**config.mk**
```make
export PLATFORM = sky130hd
export DESIGN_NAME = gng_seq
export DESIGN_NICKNAME = d
export VERILOG_FILES = /design/src/hdl/gng_pkg.sv /design/src/hdl/gng_seq.sv
export SDC_FILE = /design/constraint.sdc
export NUM_CORES = 1
export LEC_CHECK = 0
export BUFFER_PORTS_ARGS = -buffer_cell sky130_fd_sc_hd__buf_4
export CAP_MARGIN = 25
export CORE_MARGIN = 8
export CORE_UTILIZATION = 50
export DETAILED_ROUTE_END_ITERATION = 8
export GPL_TIMING_DRIVEN = 0
export HOLD_SLACK_MARGIN = 0.06
export PLACE_DENSITY = 0.84
export SLEW_MARGIN = 20
export SYNTH_ARGS = -nofsm -noshare
export SYNTH_HDL_FRONTEND = slang
export SYNTH_SLANG_ARGS = --single-unit
```
**constraint.sdc**
```tcl
create_clock -name clk -period 3.5 [get_ports clk]
set_input_delay 0.35 -clock clk [delete_from_list [all_inputs] [get_ports clk]]
set_output_delay 0.35 -clock clk [all_outputs]
set_load 0.03 [all_outputs]
```
**src/hdl/gng_pkg.sv**
```systemverilog
// ---------------------------------------------------------------------------
// gng_pkg
// Shared constants and types for the grid neighbour generator.
// ---------------------------------------------------------------------------
package gng_pkg;

  localparam int MAX_WIDTH  = 64;
  localparam int MAX_HEIGHT = 64;

  localparam int COORD_W = 6;
  localparam int DIM_W   = 7;
  localparam int CELL_COUNT = MAX_WIDTH * MAX_HEIGHT;
  localparam int ADDR_W  = $clog2(CELL_COUNT);

  // usable grid size is bounded by the coordinate range and by the store
  localparam int COORD_SPAN = 1 << COORD_W;
  localparam int WIDTH_CAP  = (MAX_WIDTH  < COORD_SPAN) ? MAX_WIDTH  : COORD_SPAN;
  localparam int HEIGHT_CAP = (MAX_HEIGHT < COORD_SPAN) ? MAX_HEIGHT : COORD_SPAN;

  localparam int CFG_INDEX_W = 1;

  typedef enum logic [CFG_INDEX_W-1:0] {
    CFG_GRID_WIDTH  = 1'b0,
    CFG_GRID_HEIGHT = 1'b1
  } cfg_reg_t;

  typedef struct packed {
    logic [DIM_W-1:0] w;
    logic [DIM_W-1:0] h;
  } gng_dims_t;

  typedef struct packed {
    logic              we;
    logic [ADDR_W-1:0] waddr;
    logic              wdata;
    logic [ADDR_W-1:0] raddr;
  } gng_mem_req_t;

  function automatic logic [DIM_W-1:0] clamp_dim(input logic [DIM_W-1:0] r,
                                                 input logic [DIM_W-1:0] cap);
    logic [DIM_W-1:0] v;
    v = (r == '0) ? DIM_W'(1) : r;
    if (v > cap) v = cap;
    return v;
  endfunction

  function automatic logic [ADDR_W-1:0] cell_addr(input logic [COORD_W-1:0] x,
                                                  input logic [COORD_W-1:0] y);
    return ADDR_W'(ADDR_W'(y) * ADDR_W'(MAX_WIDTH) + ADDR_W'(x));
  endfunction

endpackage

```
**src/hdl/gng_seq.sv**
```systemverilog
// ---------------------------------------------------------------------------
// gng_seq
// Item sequencer: stores cell writes, scans the eight neighbours of a query
// through the bitmap read port and emits the open ones one word at a time.
// ---------------------------------------------------------------------------
module gng_seq
  import gng_pkg::*;
(
  input  logic                clk,
  input  logic                rst,
  input  gng_dims_t           dims,
  input  logic                in_valid,
  output logic                in_ready,
  input  logic                action,
  input  logic [COORD_W-1:0]  cell_x,
  input  logic [COORD_W-1:0]  cell_y,
  input  logic                passable,
  output logic                out_valid,
  input  logic                out_ready,
  output logic [COORD_W-1:0]  neighbour_x,
  output logic [COORD_W-1:0]  neighbour_y,
  output logic                found,
  output logic                last,
  output gng_mem_req_t        mem_req,
  input  logic                mem_rdata
);

  typedef enum logic [1:0] {S_IDLE, S_READ, S_LAST, S_EMIT} state_t;

  typedef enum logic [2:0] {
    D_RIGHT, D_LEFT, D_UP, D_DOWN, D_UP_LEFT, D_UP_RIGHT, D_DOWN_LEFT, D_DOWN_RIGHT
  } dir_t;

  state_t             state;
  logic [COORD_W-1:0] qx;
  logic [COORD_W-1:0] qy;
  logic [2:0]         rd_idx;
  logic [2:0]         pend_idx;
  logic               rd_pend;
  logic [7:0]         open_bits;
  logic [7:0]         hits;

  logic               accept;
  logic               in_grid;
  logic               in_store;
  logic [7:0]         open_now;
  logic [7:0]         hits_next;
  logic               rng_r, rng_l, rng_u, rng_d;
  logic               o_r, o_l, o_u, o_d;
  logic [7:0]         sel;
  logic [2:0]         sel_idx;
  logic [COORD_W-1:0] rd_x, rd_y, em_x, em_y;
  logic               slot_free;

  function automatic logic [2*COORD_W-1:0] nbr(input logic [2:0] k,
                                               input logic [COORD_W-1:0] x,
                                               input logic [COORD_W-1:0] y);
    logic [COORD_W-1:0] xp, xm, yp, ym;
    logic [2*COORD_W-1:0] r;
    xp = x + COORD_W'(1);
    xm = x - COORD_W'(1);
    yp = y + COORD_W'(1);
    ym = y - COORD_W'(1);
    unique case (dir_t'(k))
      D_RIGHT:      r = {xp, y};
      D_LEFT:       r = {xm, y};
      D_UP:         r = {x, ym};
      D_DOWN:       r = {x, yp};
      D_UP_LEFT:    r = {xm, ym};
      D_UP_RIGHT:   r = {xp, ym};
      D_DOWN_LEFT:  r = {xm, yp};
      D_DOWN_RIGHT: r = {xp, yp};
      default:      r = {x, y};
    endcase
    return r;
  endfunction

  assign in_ready  = (state == S_IDLE);
  assign accept    = in_valid && in_ready;
  assign in_grid   = ({1'b0, cell_x} < dims.w) && ({1'b0, cell_y} < dims.h);
  assign in_store  = (32'(cell_x) < MAX_WIDTH) && (32'(cell_y) < MAX_HEIGHT);
  assign slot_free = !out_valid || out_ready;

  assign {rd_x, rd_y} = nbr(rd_idx, qx, qy);
  assign {em_x, em_y} = nbr(sel_idx, qx, qy);

  always_comb begin
    mem_req.we    = accept && !action && in_store;
    mem_req.waddr = cell_addr(cell_x, cell_y);
    mem_req.wdata = passable;
    mem_req.raddr = cell_addr(rd_x, rd_y);
  end

  // neighbour qualification once all eight cells are in
  always_comb begin
    open_now    = open_bits;
    open_now[7] = mem_rdata;
    rng_r = ({1'b0, qx} + DIM_W'(1)) < dims.w;
    rng_l = (qx != '0);
    rng_u = (qy != '0);
    rng_d = ({1'b0, qy} + DIM_W'(1)) < dims.h;
    o_r = rng_r && open_now[D_RIGHT];
    o_l = rng_l && open_now[D_LEFT];
    o_u = rng_u && open_now[D_UP];
    o_d = rng_d && open_now[D_DOWN];
    hits_next[D_RIGHT]      = o_r;
    hits_next[D_LEFT]       = o_l;
    hits_next[D_UP]         = o_u;
    hits_next[D_DOWN]       = o_d;
    hits_next[D_UP_LEFT]    = o_u && o_l && open_now[D_UP_LEFT];
    hits_next[D_UP_RIGHT]   = o_u && o_r && open_now[D_UP_RIGHT];
    hits_next[D_DOWN_LEFT]  = o_d && o_l && open_now[D_DOWN_LEFT];
    hits_next[D_DOWN_RIGHT] = o_d && o_r && open_now[D_DOWN_RIGHT];
  end

  always_comb begin
    sel     = hits & (~hits + 8'd1);
    sel_idx = '0;
    for (int i = 0; i < 8; i++) begin
      if (sel[i]) sel_idx = 3'(i);
    end
  end

  always_ff @(posedge clk) begin
    if (rst) begin
      state     <= S_IDLE;
      rd_pend   <= 1'b0;
      out_valid <= 1'b0;
    end else begin
      if (rd_pend) begin
        open_bits[pend_idx] <= mem_rdata;
      end
      rd_pend <= (state == S_READ);
      if (state == S_EMIT && slot_free) begin
        out_valid <= 1'b1;
      end else if (out_ready) begin
        out_valid <= 1'b0;
      end
      unique case (state)
        S_IDLE: begin
          if (accept && action) begin
            qx     <= cell_x;
            qy     <= cell_y;
            rd_idx <= '0;
            hits   <= '0;
            state  <= in_grid ? S_READ : S_EMIT;
          end
        end
        S_READ: begin
          pend_idx <= rd_idx;
          rd_idx   <= rd_idx + 3'd1;
          if (rd_idx == 3'(D_DOWN_RIGHT)) state <= S_LAST;
        end
        S_LAST: begin
          hits  <= hits_next;
          state <= S_EMIT;
        end
        S_EMIT: begin
          if (slot_free) begin
            if (hits == '0) begin
              neighbour_x <= '0;
              neighbour_y <= '0;
              found       <= 1'b0;
              last        <= 1'b1;
              state       <= S_IDLE;
            end else begin
              neighbour_x <= em_x;
              neighbour_y <= em_y;
              found       <= 1'b1;
              last        <= ((hits & ~sel) == '0);
              hits        <= hits & ~sel;
              if ((hits & ~sel) == '0) state <= S_IDLE;
            end
          end
        end
        default: state <= S_IDLE;
      endcase
    end
  end

  a_write_idle: assert property (@(posedge clk) disable iff (rst)
    mem_req.we |-> state == S_IDLE)
    else $error("bitmap write outside idle");

  a_read_window: assert property (@(posedge clk) disable iff (rst)
    rd_pend |-> (state == S_READ || state == S_LAST))
    else $error("read data arrives outside the scan");

  a_found_in_grid: assert property (@(posedge clk) disable iff (rst)
    out_valid && found |-> ({1'b0, neighbour_x} < dims.w) && ({1'b0, neighbour_y} < dims.h))
    else $error("neighbour outside grid");

  a_not_found_last: assert property (@(posedge clk) disable iff (rst)
    out_valid && !found |-> last && neighbour_x == '0 && neighbour_y == '0)
    else $error("not-found word malformed");

endmodule

```
==> results of run 1 <==
cell type report:
| class | instances | area, sq um |
|---|---|---|
| Clock buffer | 6 | 72.6 |
| Clock inverter | 2 | 12.5 |
| Tap cell | 102 | 128 |
| Timing Repair Buffer | 76 | 574 |
| Buffer | 32 | 178 |
| Fill cell | 668 | 2950 |
| Inverter | 31 | 116 |
| Sequential cell | 51 | 1490 |
| Multi-Input combinational cell | 303 | 2130 |
how the worst min path moves through the flow:
stage / from / end / slack (ns) / cells after the start
after floorplan: mem_rdata / open_bits[0]$_DFFE_PP_ / 0.45 / 0
after global placement: rd_idx[1]$_SDFFCE_PN0P_ / pend_idx[1]$_DFFE_PP_ / 0.51 / 0
after detailed placement: rd_idx[1]$_SDFFCE_PN0P_ / pend_idx[1]$_DFFE_PP_ / 0.51 / 0
final: cell_x[0] / qx[0]$_DFFE_PP_ / 0.23 / 1
after CTS: cell_x[0] / qx[0]$_DFFE_PP_ / 0.23 / 1
after global routing: cell_x[0] / qx[0]$_DFFE_PP_ / 0.22 / 1
per-stage QoR:
step | power (mW) | util, % | hold slack, ns
floorplan | 1.54 | - | 0.449
global placement | 1.83 | 59.8 | 0.513
detailed placement | 1.87 | 60.3 | 0.513
CTS | 2.21 | 61.5 | 0.225
global route | 2.33 | 61.5 | 0.220
finish | 2.21 | 61.5 | 0.229
logic make-up after synthesis:
logic type	count (synthesis)	share of synthesized area, %
AND/OR/NAND/NOR	141	18.1
AO/OA/AOI/OAI	107	19.9
buffers and inverters	63	7.55
flip-flops	51	38.3
adder cells (fa/ha/maj)	39	12.4
XOR/XNOR	13	2.92
multiplexers	3	0.771
metal layers:
layer / up-vias / share of wire [%] / GRT usage, %
li1: 1704 / - / -
met1: 1649 / 44 / 23.5
met2: 123 / 50 / 31.2
met3: 9 / 5.5 / 2.79
met4: 0 / 1.2 / 4.65
met5: - / 0 / 0
placed cells by master (no fill, tap or decap), types with 3 or more instances in the layout:
master | synthesis | layout
sky130_fd_sc_hd__a31oi_1 | 4 | 4
sky130_fd_sc_hd__o21ai_0 | 15 | 15
sky130_fd_sc_hd__a221o_1 | 7 | 7
sky130_fd_sc_hd__xnor2_1 | 8 | 8
sky130_fd_sc_hd__xor2_1 | 5 | 5
sky130_fd_sc_hd__nor4_1 | 4 | 4
sky130_fd_sc_hd__nor2b_1 | 7 | 7
sky130_fd_sc_hd__a32o_1 | 6 | 6
sky130_fd_sc_hd__nor2_1 | 47 | 47
sky130_fd_sc_hd__o31a_1 | 3 | 3
sky130_fd_sc_hd__buf_4 | 13 | 88
sky130_fd_sc_hd__a211oi_1 | 5 | 5
sky130_fd_sc_hd__ha_1 | 37 | 37
sky130_fd_sc_hd__clkbuf_8 | 0 | 5
sky130_fd_sc_hd__edfxtp_1 | 47 | 47
sky130_fd_sc_hd__mux2i_1 | 3 | 3
sky130_fd_sc_hd__a221oi_1 | 4 | 4
sky130_fd_sc_hd__or3_1 | 3 | 3
sky130_fd_sc_hd__or2_2 | 6 | 6
sky130_fd_sc_hd__clkbuf_1 | 17 | 18
sky130_fd_sc_hd__nand2b_1 | 8 | 8
sky130_fd_sc_hd__dfxtp_1 | 4 | 4
sky130_fd_sc_hd__or4_1 | 4 | 4
sky130_fd_sc_hd__nand3_1 | 6 | 6
sky130_fd_sc_hd__inv_1 | 31 | 31
sky130_fd_sc_hd__a21oi_1 | 26 | 26
sky130_fd_sc_hd__nand3b_1 | 4 | 4
sky130_fd_sc_hd__a21o_1 | 5 | 5
sky130_fd_sc_hd__nor3_1 | 12 | 11
sky130_fd_sc_hd__nand2_1 | 27 | 27
sequential cells by signal (all words and copies together), names as in the netlist:
register / cells
out_valid: 1
found: 1
qx: 6
neighbour_y: 6
neighbour_x: 6
state: 2
qy: 6
pend_idx: 3
hits: 8
rd_pend: 1
rd_idx: 3
open_bits: 7
last: 1
where the power goes:
group | total, mW | leakage (nW) | switching [mW] | internal [mW]
Sequential | 0.808 | 0.463 | 0.0488 | 0.759
Clock | 0.340 | 0.0412 | 0.200 | 0.140
Combinational | 1.06 | 1.47 | 0.644 | 0.416
==> run summary, run 1 <==
Once placement completed, the tool counted placed cells totaling 595. The run gives 0.00390 sq mm as the cell area after technology mapping. The length in cells of the worst reg-to-reg path came out at 8.

The largest total area in the synthesized netlist belongs to sky130_fd_sc_hd__edfxtp_1. In the final layout, the share of cells above drive strength 1 is 22.8%. In the routed layout, each cell is associated on average with a via count of 5.78. In this run the worst hold path is classified as primary input to register. Yosys attributes the largest share of cell area to sky130_fd_sc_hd__edfxtp_1 (36%), sky130_fd_sc_hd__ha_1 (12%), sky130_fd_sc_hd__nor2_1 (4.5%). The flow ran to the end, and the final reports show no timing, DRC or antenna violations.

The maximum fanout along the worst path is 10, and the routed length per placed instance is 16.8 um. The clock arrives with 0.00704 ns of skew. The run gives 75 as the top-level I/O count. The tools report the insertion delay of the later-clocked pin in the worst-skew pair as 0.31 ns.

The ratio of total power to cell area was 470 mW/mm^2; the width of the chip was 104 um. The clock tree synthesis step divided the H-tree into 2 levels. Setup repair after global routing left no endpoint under its margin. After global routing the overflow that remains totals 0.

Synthesis handed over a netlist of 417 instances. The finished cells cover 0.00470 sq mm. The tools report the setup slack of the most critical reg-to-reg path as 0.60 ns.

CTS root buffer: sky130_fd_sc_hd__clkbuf_8. The longest clock path from root to sink contains 2 buffers. The floorplan step defined a die boundary enclosing 0.0109 sq mm.

For this run, the top clock speed supported by timing is 306 MHz. The count of cells resized by post-cts repair was 0; the post-route antenna net violation count was 0. The worst setup path is captured at an output pin.

The logs give 0 for the number of hold violations in the final report and 0 for the cts-stage hold buffer count. Following the worst setup path forward leads to its endpoint at mem_req[2]. STA classifies the critical path startpoint as a register. For the number of violations reported at the end of detailed-routing iteration 0, the log shows 282. The estimated wirelength of the detail-placed design was 8.07 mm; the worst max-slew margin expressed relative to the limit was 34.7%. The area overhead of the layout relative to synthesis works out to 20.6%. Entering global routing, the biggest net connects 16 pins.

Summed over all failing endpoints, the final setup total negative slack is 0 ns. For the count of maximum capacitance violations, the log shows 0. By startpoint and endpoint, the worst setup path is classified as register to output pin. After layout, the worst setup slack is 0.236 ns.

The most used flip-flop cell after synthesis is sky130_fd_sc_hd__edfxtp_1. The run gives 64 as the number of different library cells in the post-synthesis netlist. For this design the static power due to leakage is 1.97 nW.

For the final RePlAce weighted congestion, the log shows 0.894. The number of iterations in the first detailed-routing pass was 5. Endpoint arrival time on the critical path: 2.91 ns. The commonest cells after synthesis are sky130_fd_sc_hd__edfxtp_1 (47), sky130_fd_sc_hd__nor2_1 (47), sky130_fd_sc_hd__ha_1 (37). The post-route fraction of the period consumed by the critical path is 93.3%. The run gives 603 as the number of non-filler instances in the completed layout.

The count of final max-slew check failures is 0. For this run, the slowest stage of the critical path takes 0.63 ns. In the global route stage, overall resource usage came out at 18.3%.

Sequential elements use 38.3% of the synthesized area. The region available for standard cell placement spans 0.00765 sq mm. In this run, synthesis inferred 47 flip-flops with an integrated enable.

The reg-to-reg critical path endpoint is hits[6]$_SDFFCE_PN0P_. The instance count on the critical path is 8, and the clock period minus final worst setup slack is 3.26 ns. Dividing the synthesized area by the synthesized cell count gives 9.34 sq um.

At the worst endpoint, the required time is 3.15 ns. The number of antenna violations at the first check in global routing is 0, and the wire length of the first global-routing pass is 16.6 mm. The share of async-settable or async-resettable flops after synthesis was 0%; the number of buffers inserted during clock tree synthesis was 5.

Setup violations remaining at the end of the flow were counted as 0. In this run the critical register-to-register path is launched from qy[1]$_DFFE_PP_. The signal on the critical path passes through clkbuf_1, inv_1, ha_1, a2111oi_0, nor2_1, o221a_2, a21oi_1, buf_4. At the placement stage, the worst setup path has a slack of 0.637 ns. The logs give 0.00461 sq mm for the placed cell area and 51 for the CTS sink count. The slowest stage of the critical path is the sky130_fd_sc_hd__a2111oi_0 cell. The transition time at the pin with the least slew margin came out at 0.967 ns.

Across the VDD grid, the largest voltage drop is 0.283 mV. The repair_antennas step left the layout with diodes totalling 0. The die is 104 um tall. The run gives 0 as the DRC violation count after routing.

Number of register bits inferred by synthesis: 51. The critical path contains buffers and inverters numbering 3 combined. The number of setup buffers added after CTS is 0.

The launch point of the critical path is rd_idx[2]$_SDFFCE_PN0P_. The final layout net count is 570, and the count of standard-cell rows is 32. TritonCTS built the clock tree. The quantity of I/O buffers inserted on ports was 73; the clock input transition at the sequential cells of the worst setup and hold paths was 0.09 ns. Summing over every cut layer, the via total after detailed routing is 3,485. The via count of the first global-routing pass was 3,389; the number of nets in the synthesized netlist was 487. After detailed routing, the total wire length is 10.1 mm.

Broken down by cell family, the worst path's largest delay share belongs to compound AO/OA/AOI/OAI gates. For this configuration, the core starts out at a cell density of 50.9%. The share of synthesized area in the top cell type comes to 36.2%.

Count of synthesis-stage warnings from yosys: 0.
Note: power is estimated with default switching activity, not from simulation.
==> run 2: changes to the inputs <==
--- a/config.mk
+++ b/config.mk
@@ -5,6 +5,7 @@
 export SDC_FILE = /design/constraint.sdc
 export NUM_CORES = 1
 export LEC_CHECK = 0
+export ABC_AREA = 1
 export BUFFER_PORTS_ARGS = -buffer_cell sky130_fd_sc_hd__buf_4
 export CAP_MARGIN = 25
 export CORE_MARGIN = 8
==> run summary, run 2 <==
The CTS sink count is 51. After synthesis, the largest family of logic cells by area is simple AND/OR/NAND/NOR gates. The run gives 1.04 mW as the net switching power figure. Most frequently used flop master after synthesis: sky130_fd_sc_hd__edfxtp_1.

Cell type contributing the most total cell area after synthesis: sky130_fd_sc_hd__edfxtp_1. The area share of fa/ha/maj cells after synthesis is 11.5%, and the cell area after technology mapping is 0.00403 sq mm. The count of final max-slew check failures was 0; the number of different library cells in the post-synthesis netlist was 31. The multiplexer share of the synthesized area is 0%.

Worst hold margin: 0.231 ns. The run gives 47.6% as the relative contribution of combinational cells to total power. The number of inserted filler cells in the final layout is 698. The share of async-settable or async-resettable flops after synthesis was 0%.

During synthesis, Yosys emitted a total of 0 warnings. The number of violations reported at the end of detailed-routing iteration 0 was 288. Global routing finished with a remaining overflow of 0.

After clock tree synthesis, the repair step resized 0 gates. The most repeated cell in the gate-level netlist after synthesis was sky130_fd_sc_hd__nand2_1. The run gives 0.00777 sq mm as the area inside the core boundary. The switching share of total power was 42.7%; the placed cell area was 0.00471 sq mm. The tools report the overall fraction of global-route tracks in use as 19.0%. Critical path startpoint category: a register.

Setup violations remaining at the end of the flow were counted as 0. In this run the vertical extent of the chip is 106 um. The longest clock path from root to sink contains 2 buffers. The cell internal power dissipation is 1.40 mW, and the worst vdd rail ir drop is 0.196 mV. TritonCTS built the clock tree. The tools report the post-route antenna net violation count as 0. Peak clock frequency supported by timing: 360 MHz. For this design the static power due to leakage is 2.40 nW.

The logs give 0.00823 ns for the worst clock skew and 34.8% for the sequential fraction of design power. The finished cells cover 0.00483 sq mm. Routability-driven placement finished with a final weighted congestion of 0.880.

The top-level I/O count is 75, and the area overhead of the layout relative to synthesis is 20.0%. Setup repair after global routing left no endpoint under its margin. Summing the areas of all compound-gate instances in the mapped netlist gives 11.4% of the synthesized area.

The number of buffers inserted during clock tree synthesis was 5; the DRC violation count after routing was 0. The tools report the nature of the critical path endpoint as an output pin. Across the run, the number of max-cap violations was 0.

The ratio of routed vias to standard cells was 5.31; the insertion delay of the later-clocked pin in the worst-skew pair was 0.31 ns. The tools report the sequential share of the synthesized area as 37.1%. The routed design has 10.9 mm of wire. Leaving out fill and tap cells, the most frequent cell in the layout is sky130_fd_sc_hd__nand2_1.

The largest net degree at the start of global routing was 18; the via count of the first global-routing pass was 3,490. Cells with a size suffix above 1 make up 18.9% of the layout. The number of enable-type register cells in the synthesized netlist came out at 47. Walking the worst path, the cells encountered are ha_1, ha_1, inv_1, nand3_1, nor2_1, nor2_1, inv_1, nand2_1, o221ai_1, buf_4. After clock tree synthesis, the setup repair step added 0 buffers. After technology mapping, the gate count stands at 525. More flip-flops sit in one register than any other, and that register is hits. The wire length of the first global-routing pass was 17.4 mm; the share of synthesized cell area in and, or, nand and nor gates was 26.7%. Measured along the x axis, the die boundary spans 106 um. On the worst path, the slowest cell contributes a delay of 0.50 ns. The class of the tightest hold or removal check was primary input to register. Leaving out fill and tap cells, the most frequent cells in the layout are sky130_fd_sc_hd__nand2_1 (105), sky130_fd_sc_hd__inv_1 (88), sky130_fd_sc_hd__buf_4 (87). For this run, the post-layout net count is 676.

The maximum fanout along the worst path works out to 5. Headroom to the max-slew limit came out at 59.2%. The post-synthesis average cell area is 7.67 sq um. The post-route fraction of the period consumed by the critical path was 79.4%; the clock input transition at the sequential cells of the worst setup and hold paths was 0.10 ns.

The logs give 0.00149 sq mm for the area taken by flip-flops and latches and 0 ns for the sum of negative setup slack. The count of standard-cell rows came out at 32. The tools report the total die area as 0.0112 sq mm. In this run, the clock network consumes 17.6% of the power. The setup path with the least slack is of type register to output pin. In the final layout, the registers with the most flip-flops are hits: 8 flops, open_bits: 7 flops. The number of nets handed over by synthesis was 595. CTS placed an instance of sky130_fd_sc_hd__clkbuf_8 at the clock tree root. The routed length per placed instance came out at 15.3 um. The share of the synthesized area in the top cell type was 35.1%; the number of antenna violations at the first check in global routing was 0. By area the synthesized netlist is led by sky130_fd_sc_hd__edfxtp_1 (35%), sky130_fd_sc_hd__ha_1 (12%), sky130_fd_sc_hd__nand2_1 (9.8%).

For the endpoint arrival time on the critical path, the log shows 2.43 ns. Once the floorplan was initialized, standard cells occupied 51.8% of the core. The run gives 3.15 ns as the worst path required time. The cell with the largest stage delay on the worst path is sky130_fd_sc_hd__edfxtp_1.

The run finished with clean final reports. Estimated wirelength of the detail-placed design: 8.95 mm. The tools report the number of H-tree levels as 2.

The cts-stage hold buffer count is 0, and the quantity of I/O buffers inserted on ports is 72. For the count of inserted antenna diode cells, the log shows 0. The number of register bits inferred by synthesis was 51.

The number of vias in the routed layout is 3,765, and the area of the multi-input gates is 0.00208 sq mm. For this design the ratio of total power to cell area is 504 mW/mm^2. Flip-flop count of the largest register after layout: 8.

The commonest cells after synthesis are sky130_fd_sc_hd__nand2_1 (105), sky130_fd_sc_hd__inv_1 (88), sky130_fd_sc_hd__nor2_1 (70). The pre-antenna-repair detailed-routing pass consisted of 5 iterations. The clock period minus final worst setup slack is 2.78 ns. For the pin with the worst max-slew slack, the measured transition is 0.609 ns.

After Yosys synthesis, XOR and XNOR cells account for 1.96% of the synthesized area. Number of hold violations in the final report: 0.
==> run 2: area by class of cell <==
type | count | area share, %
clock buffer | 5 | 1.42
sequential | 51 | 30.9
clock inverter | 3 | 0.984
timing repair buffer | 74 | 11.5
inverter | 91 | 7.07
buffer | 17 | 2.41
multi-input combinational | 366 | 43.1
tap | 102 | 2.64
==> run 2: path summary, 6_finish.rpt <==
kind,end,cells past startpoint,slack (ns),start
max reg2reg,hits[7]$_SDFFCE_PN0P_,10,0.89,qx[0]$_DFFE_PP_
max,mem_req[9],10,0.72,rd_idx[0]$_SDFFCE_PN0P_
min reg2reg,pend_idx[1]$_DFFE_PP_,0,0.55,rd_idx[1]$_SDFFCE_PN0P_
min,qy[5]$_DFFE_PP_,1,0.23,cell_y[5]
==> run 2: power by group through the flow <==
| stage | registers, mW | logic [mW] | clock network [mW] |
|---|---|---|---|
| after global routing | 0.858 | 1.28 | 0.455 |
| final | 0.848 | 1.16 | 0.429 |
| after CTS | 0.847 | 1.15 | 0.433 |
| after detailed placement | 0.861 | 1.14 | 0 |
| after global placement | 0.856 | 1.12 | 0 |
| after floorplan | 0.865 | 0.787 | 0 |
==> run 2: critical path, delay by kind of cell (launching register included) <==
kind	cells	cell delay, ns
AND/OR/NAND/NOR	4	0.55
buffers and inverters	3	0.50
flip-flops	1	0.50
adder cells (fa/ha/maj)	2	0.47
AO/OA/AOI/OAI	1	0.12
==> run 2: logic make-up (layout without fill, tap and decap cells) <==
family                   Yosys count  count (layout)
buffers and inverters            108             190
flip-flops                        51              51
AND/OR/NAND/NOR                  243             243
adder cells (fa/ha/maj)           37              37
AO/OA/AOI/OAI                     77              77
XOR/XNOR                           9               9
==> run 2: stage by stage <==
step	util (%)	worst slack (ns)	instances	total power, mW
after floorplan	-	1.34	525	1.65
after global placement	60.4	0.961	699	1.98
after detailed placement	60.6	0.966	701	2.00
after CTS	62.1	0.737	709	2.43
after global routing	62.2	0.556	709	2.59
final	62.2	0.722	709	2.43
==> run 2: layer usage <==
layer / global-route usage [%] / share of wire (%) / routed length (um) / vias up
met5: 0 / 0 / 0 / -
met4: 4.72 / 1.1 / 116 / 0
met3: 3.41 / 6.6 / 718 / 10
met2: 31.4 / 47 / 5110 / 144
met1: 24.9 / 45 / 4920 / 1707
li1: - / - / - / 1904
==> run 3: changes to the inputs <==
==> constraint.sdc (replaced) <==
create_clock -name clk -period 2.8 [get_ports clk]
set_input_delay 0.28 -clock clk [delete_from_list [all_inputs] [get_ports clk]]
set_output_delay 0.28 -clock clk [all_outputs]
set_load 0.03 [all_outputs]
==> run summary, run 3 (synthesis gave the netlist of run 2 again) <==
The run gives 0 as the DRC violation count after routing. CTS placed an instance of sky130_fd_sc_hd__clkbuf_8 at the clock tree root. The count of final max-slew check failures was 0.

The clock arrives with 0.00571 ns of skew. The logs give 0.00149 sq mm for the area taken by flip-flops and latches and 5 for the number of iterations in the first detailed-routing pass. For this run, the post-layout net count is 676.

STA classifies the critical path startpoint as a register. Peak clock frequency supported by timing: 377 MHz. Summing over every cut layer, the via total after detailed routing is 3,785. Entering global routing, the biggest net connects 18 pins. For the pin with the worst max-slew slack, the measured transition is 0.616 ns. The height of the die works out to 106 um.

Once layout is complete, the utilization of the core stands at 62.3%. For the worst vdd rail ir drop, the log shows 0.245 mV. Origin of the worst min-delay path: cell_y[5].

Setup violations remaining at the end of the flow were counted as 0. The hold-critical path depth came out at 1. The count of standard-cell rows is 32, and the number of violations reported at the end of detailed-routing iteration 0 is 286. The ratio of routed vias to standard cells is 5.34, and the total wire length is 10.9 mm. Area overhead of the layout relative to synthesis: 20.2%.

The core region is 0.00777 sq mm. For hold timing, the worst endpoint is qy[5]$_DFFE_PP_. The total die area was 0.0112 sq mm. The width of the chip is 106 um.

Maximum fanout along the worst path: 5. TritonCTS built the clock tree. In the final layout, the multi-input gates occupy 0.00209 sq mm. The setup path with the least slack is of type register to output pin. Leaving out fill and tap cells, the most frequent cell in the layout is sky130_fd_sc_hd__nand2_1.

The run gives 5 as the number of buffers inserted during clock tree synthesis. For the worst-skew pair, the clock arrives at the later sink with an insertion delay of 0.31 ns. The post-route antenna net violation count was 0; the initial cell density of the core was 51.8%.

The post-route fraction of the period consumed by the critical path is 94.8%, and the number of H-tree levels is 2. During I/O placement, the number of pins put on the boundary was 75. The number of inserted filler cells in the final layout is 699. The clock passes through at most 2 buffers. Among all stages on the critical path, the largest delay is contributed by sky130_fd_sc_hd__edfxtp_1. Setup repair after global routing left no endpoint under its margin. The run gives 3,490 as the via count of the first global-routing pass.

The number of hold violations in the final report is 0, and the worst max-slew margin expressed relative to the limit is 58.7%. For this design, the sink count on the clock tree is 51. For this run, the total global-route usage over all layers was measured as 19.0%. After layout, the minimum clock period comes to 2.65 ns. In this run the tool buffered the top-level ports with 72 buffer cells.

The critical path goes through ha_1, ha_1, inv_1, nand3_1, nor2_2, nor2_1, inv_1, nand2_1, o221ai_1, buf_4. Worst path required time: 2.52 ns. More flip-flops sit in one register than any other, and that register is hits. The largest single stage delay on the critical path is 0.49 ns. In the final layout, the registers with the most flip-flops are hits: 8 flops, open_bits: 7 flops. The ratio of total power to cell area came out at 629 mW/mm^2. Routability-driven placement finished with a final weighted congestion of 0.880.

The startpoint identified for the worst register-to-register timing path is qx[0]$_DFFE_PP_. The class of the tightest hold or removal check was primary input to register. 0 antenna diodes ended up in the layout. The flow ran to the end, and the final reports show no timing, DRC or antenna violations. The flip-flop count of the largest register after layout came out at 8. In this run the register-to-register setup slack is 0.20 ns.

The library cells used most frequently in the layout, excluding fill and tap cells, are sky130_fd_sc_hd__nand2_1 (105), sky130_fd_sc_hd__inv_1 (88), sky130_fd_sc_hd__buf_4 (87). The reg-to-reg critical path endpoint is hits[7]$_SDFFCE_PN0P_. After legalization and detailed placement, the total HPWL measured 8.95 mm.

The length in cells of the worst reg-to-reg path works out to 10. The count of maximum capacitance violations was 0. Data on the critical path arrives at its endpoint at 2.37 ns.

The fraction of final layout cells with drive strength greater than 1 was 19.3%; the routed length per placed instance was 15.3 um. STA classifies the critical path endpoint as an output pin. The number of antenna violations at the first check in global routing was 0; the wire length of the first global-routing pass was 17.4 mm. Summed over all layers, the global routing overflow is 0. Summed over all cells, the static leakage comes to 2.41 nW.

The run gives 0 ns as the sum of negative setup slack. Clock-pin slew was measured on the worst setup and hold paths at 0.10 ns.
run 3: area by class of cell:
type                       count  area share (%)
inverter                      91            7.06
clock buffer                   5            1.42
timing repair buffer          74            11.5
multi-input combinational    366            43.2
sequential                    51            30.8
tap                          102            2.64
buffer                        17            2.40
clock inverter                 3           0.982
run 3: what timing repair did:
| item | CTS | global route |
|---|---|---|
| setup buffers | 0 | 0 |
| hold buffers | 0 | 0 |
| gates resized for setup | 0 | 2 |
| endpoints found under the hold margin | 0 | 0 |
| setup endpoints to repair | 0 | 10 |
run 3: worst max path at each step:
stage	from	endpoint	slack, ns	cells past startpoint
final	rd_idx[0]$_SDFFCE_PN0P_	mem_req[9]	0.15	10
after global routing	rd_idx[0]$_SDFFCE_PN0P_	mem_req[4]	0.003	10
after CTS	rd_idx[0]$_SDFFCE_PN0P_	mem_req[6]	0.11	10
after detailed placement	qx[0]$_DFFE_PP_	hits[7]$_SDFFCE_PN0P_	0.27	10
after global placement	qx[0]$_DFFE_PP_	hits[7]$_SDFFCE_PN0P_	0.26	10
after floorplan	state[0]$_SDFFE_PP0P_	hits[0]$_SDFFCE_PN0P_	0.67	6
run 3: power by group:
group          total [mW]  switching [mW]  leakage, nW  internal [mW]
registers            1.06          0.0851        0.462          0.975
clock network       0.531           0.259       0.0587          0.271
logic                1.45           0.953         1.88          0.499
total                3.04            1.30         2.41           1.75
run 3: routing by layer:
layer / vias to the layer above / global-route usage, % / part of all wire [%]
li1: 1900 / - / -
met1: 1727 / 24.9 / 45
met2: 148 / 31.4 / 47
met3: 10 / 3.41 / 6.6
met4: 0 / 4.72 / 1.2
met5: - / 0 / 0
run 3: stage by stage:
| step | hold WS [ns] | cell area, sq um | power (mW) | instances | worst slack [ns] |
|---|---|---|---|---|---|
| global route | 0.148 | 4840 | 3.24 | 709 | 0.00297 |
| finish | 0.163 | 4840 | 3.04 | 709 | 0.146 |
| floorplan | 0.379 | 4030 | 2.07 | 525 | 0.665 |
| detailed placement | 0.479 | 4710 | 2.51 | 701 | 0.266 |
| CTS | 0.157 | 4820 | 3.04 | 709 | 0.107 |
| global placement | 0.478 | 4690 | 2.48 | 699 | 0.261 |
run 3: worst max-delay path, delay by kind of cell, from the launching register on:
kind | cells | cell delay, ns
AOI/OAI and AO/OA | 1 | 0.11
buffers and inverters | 3 | 0.48
adders and majority gates | 2 | 0.46
and+or+nand+nor | 4 | 0.50
DFF | 1 | 0.49
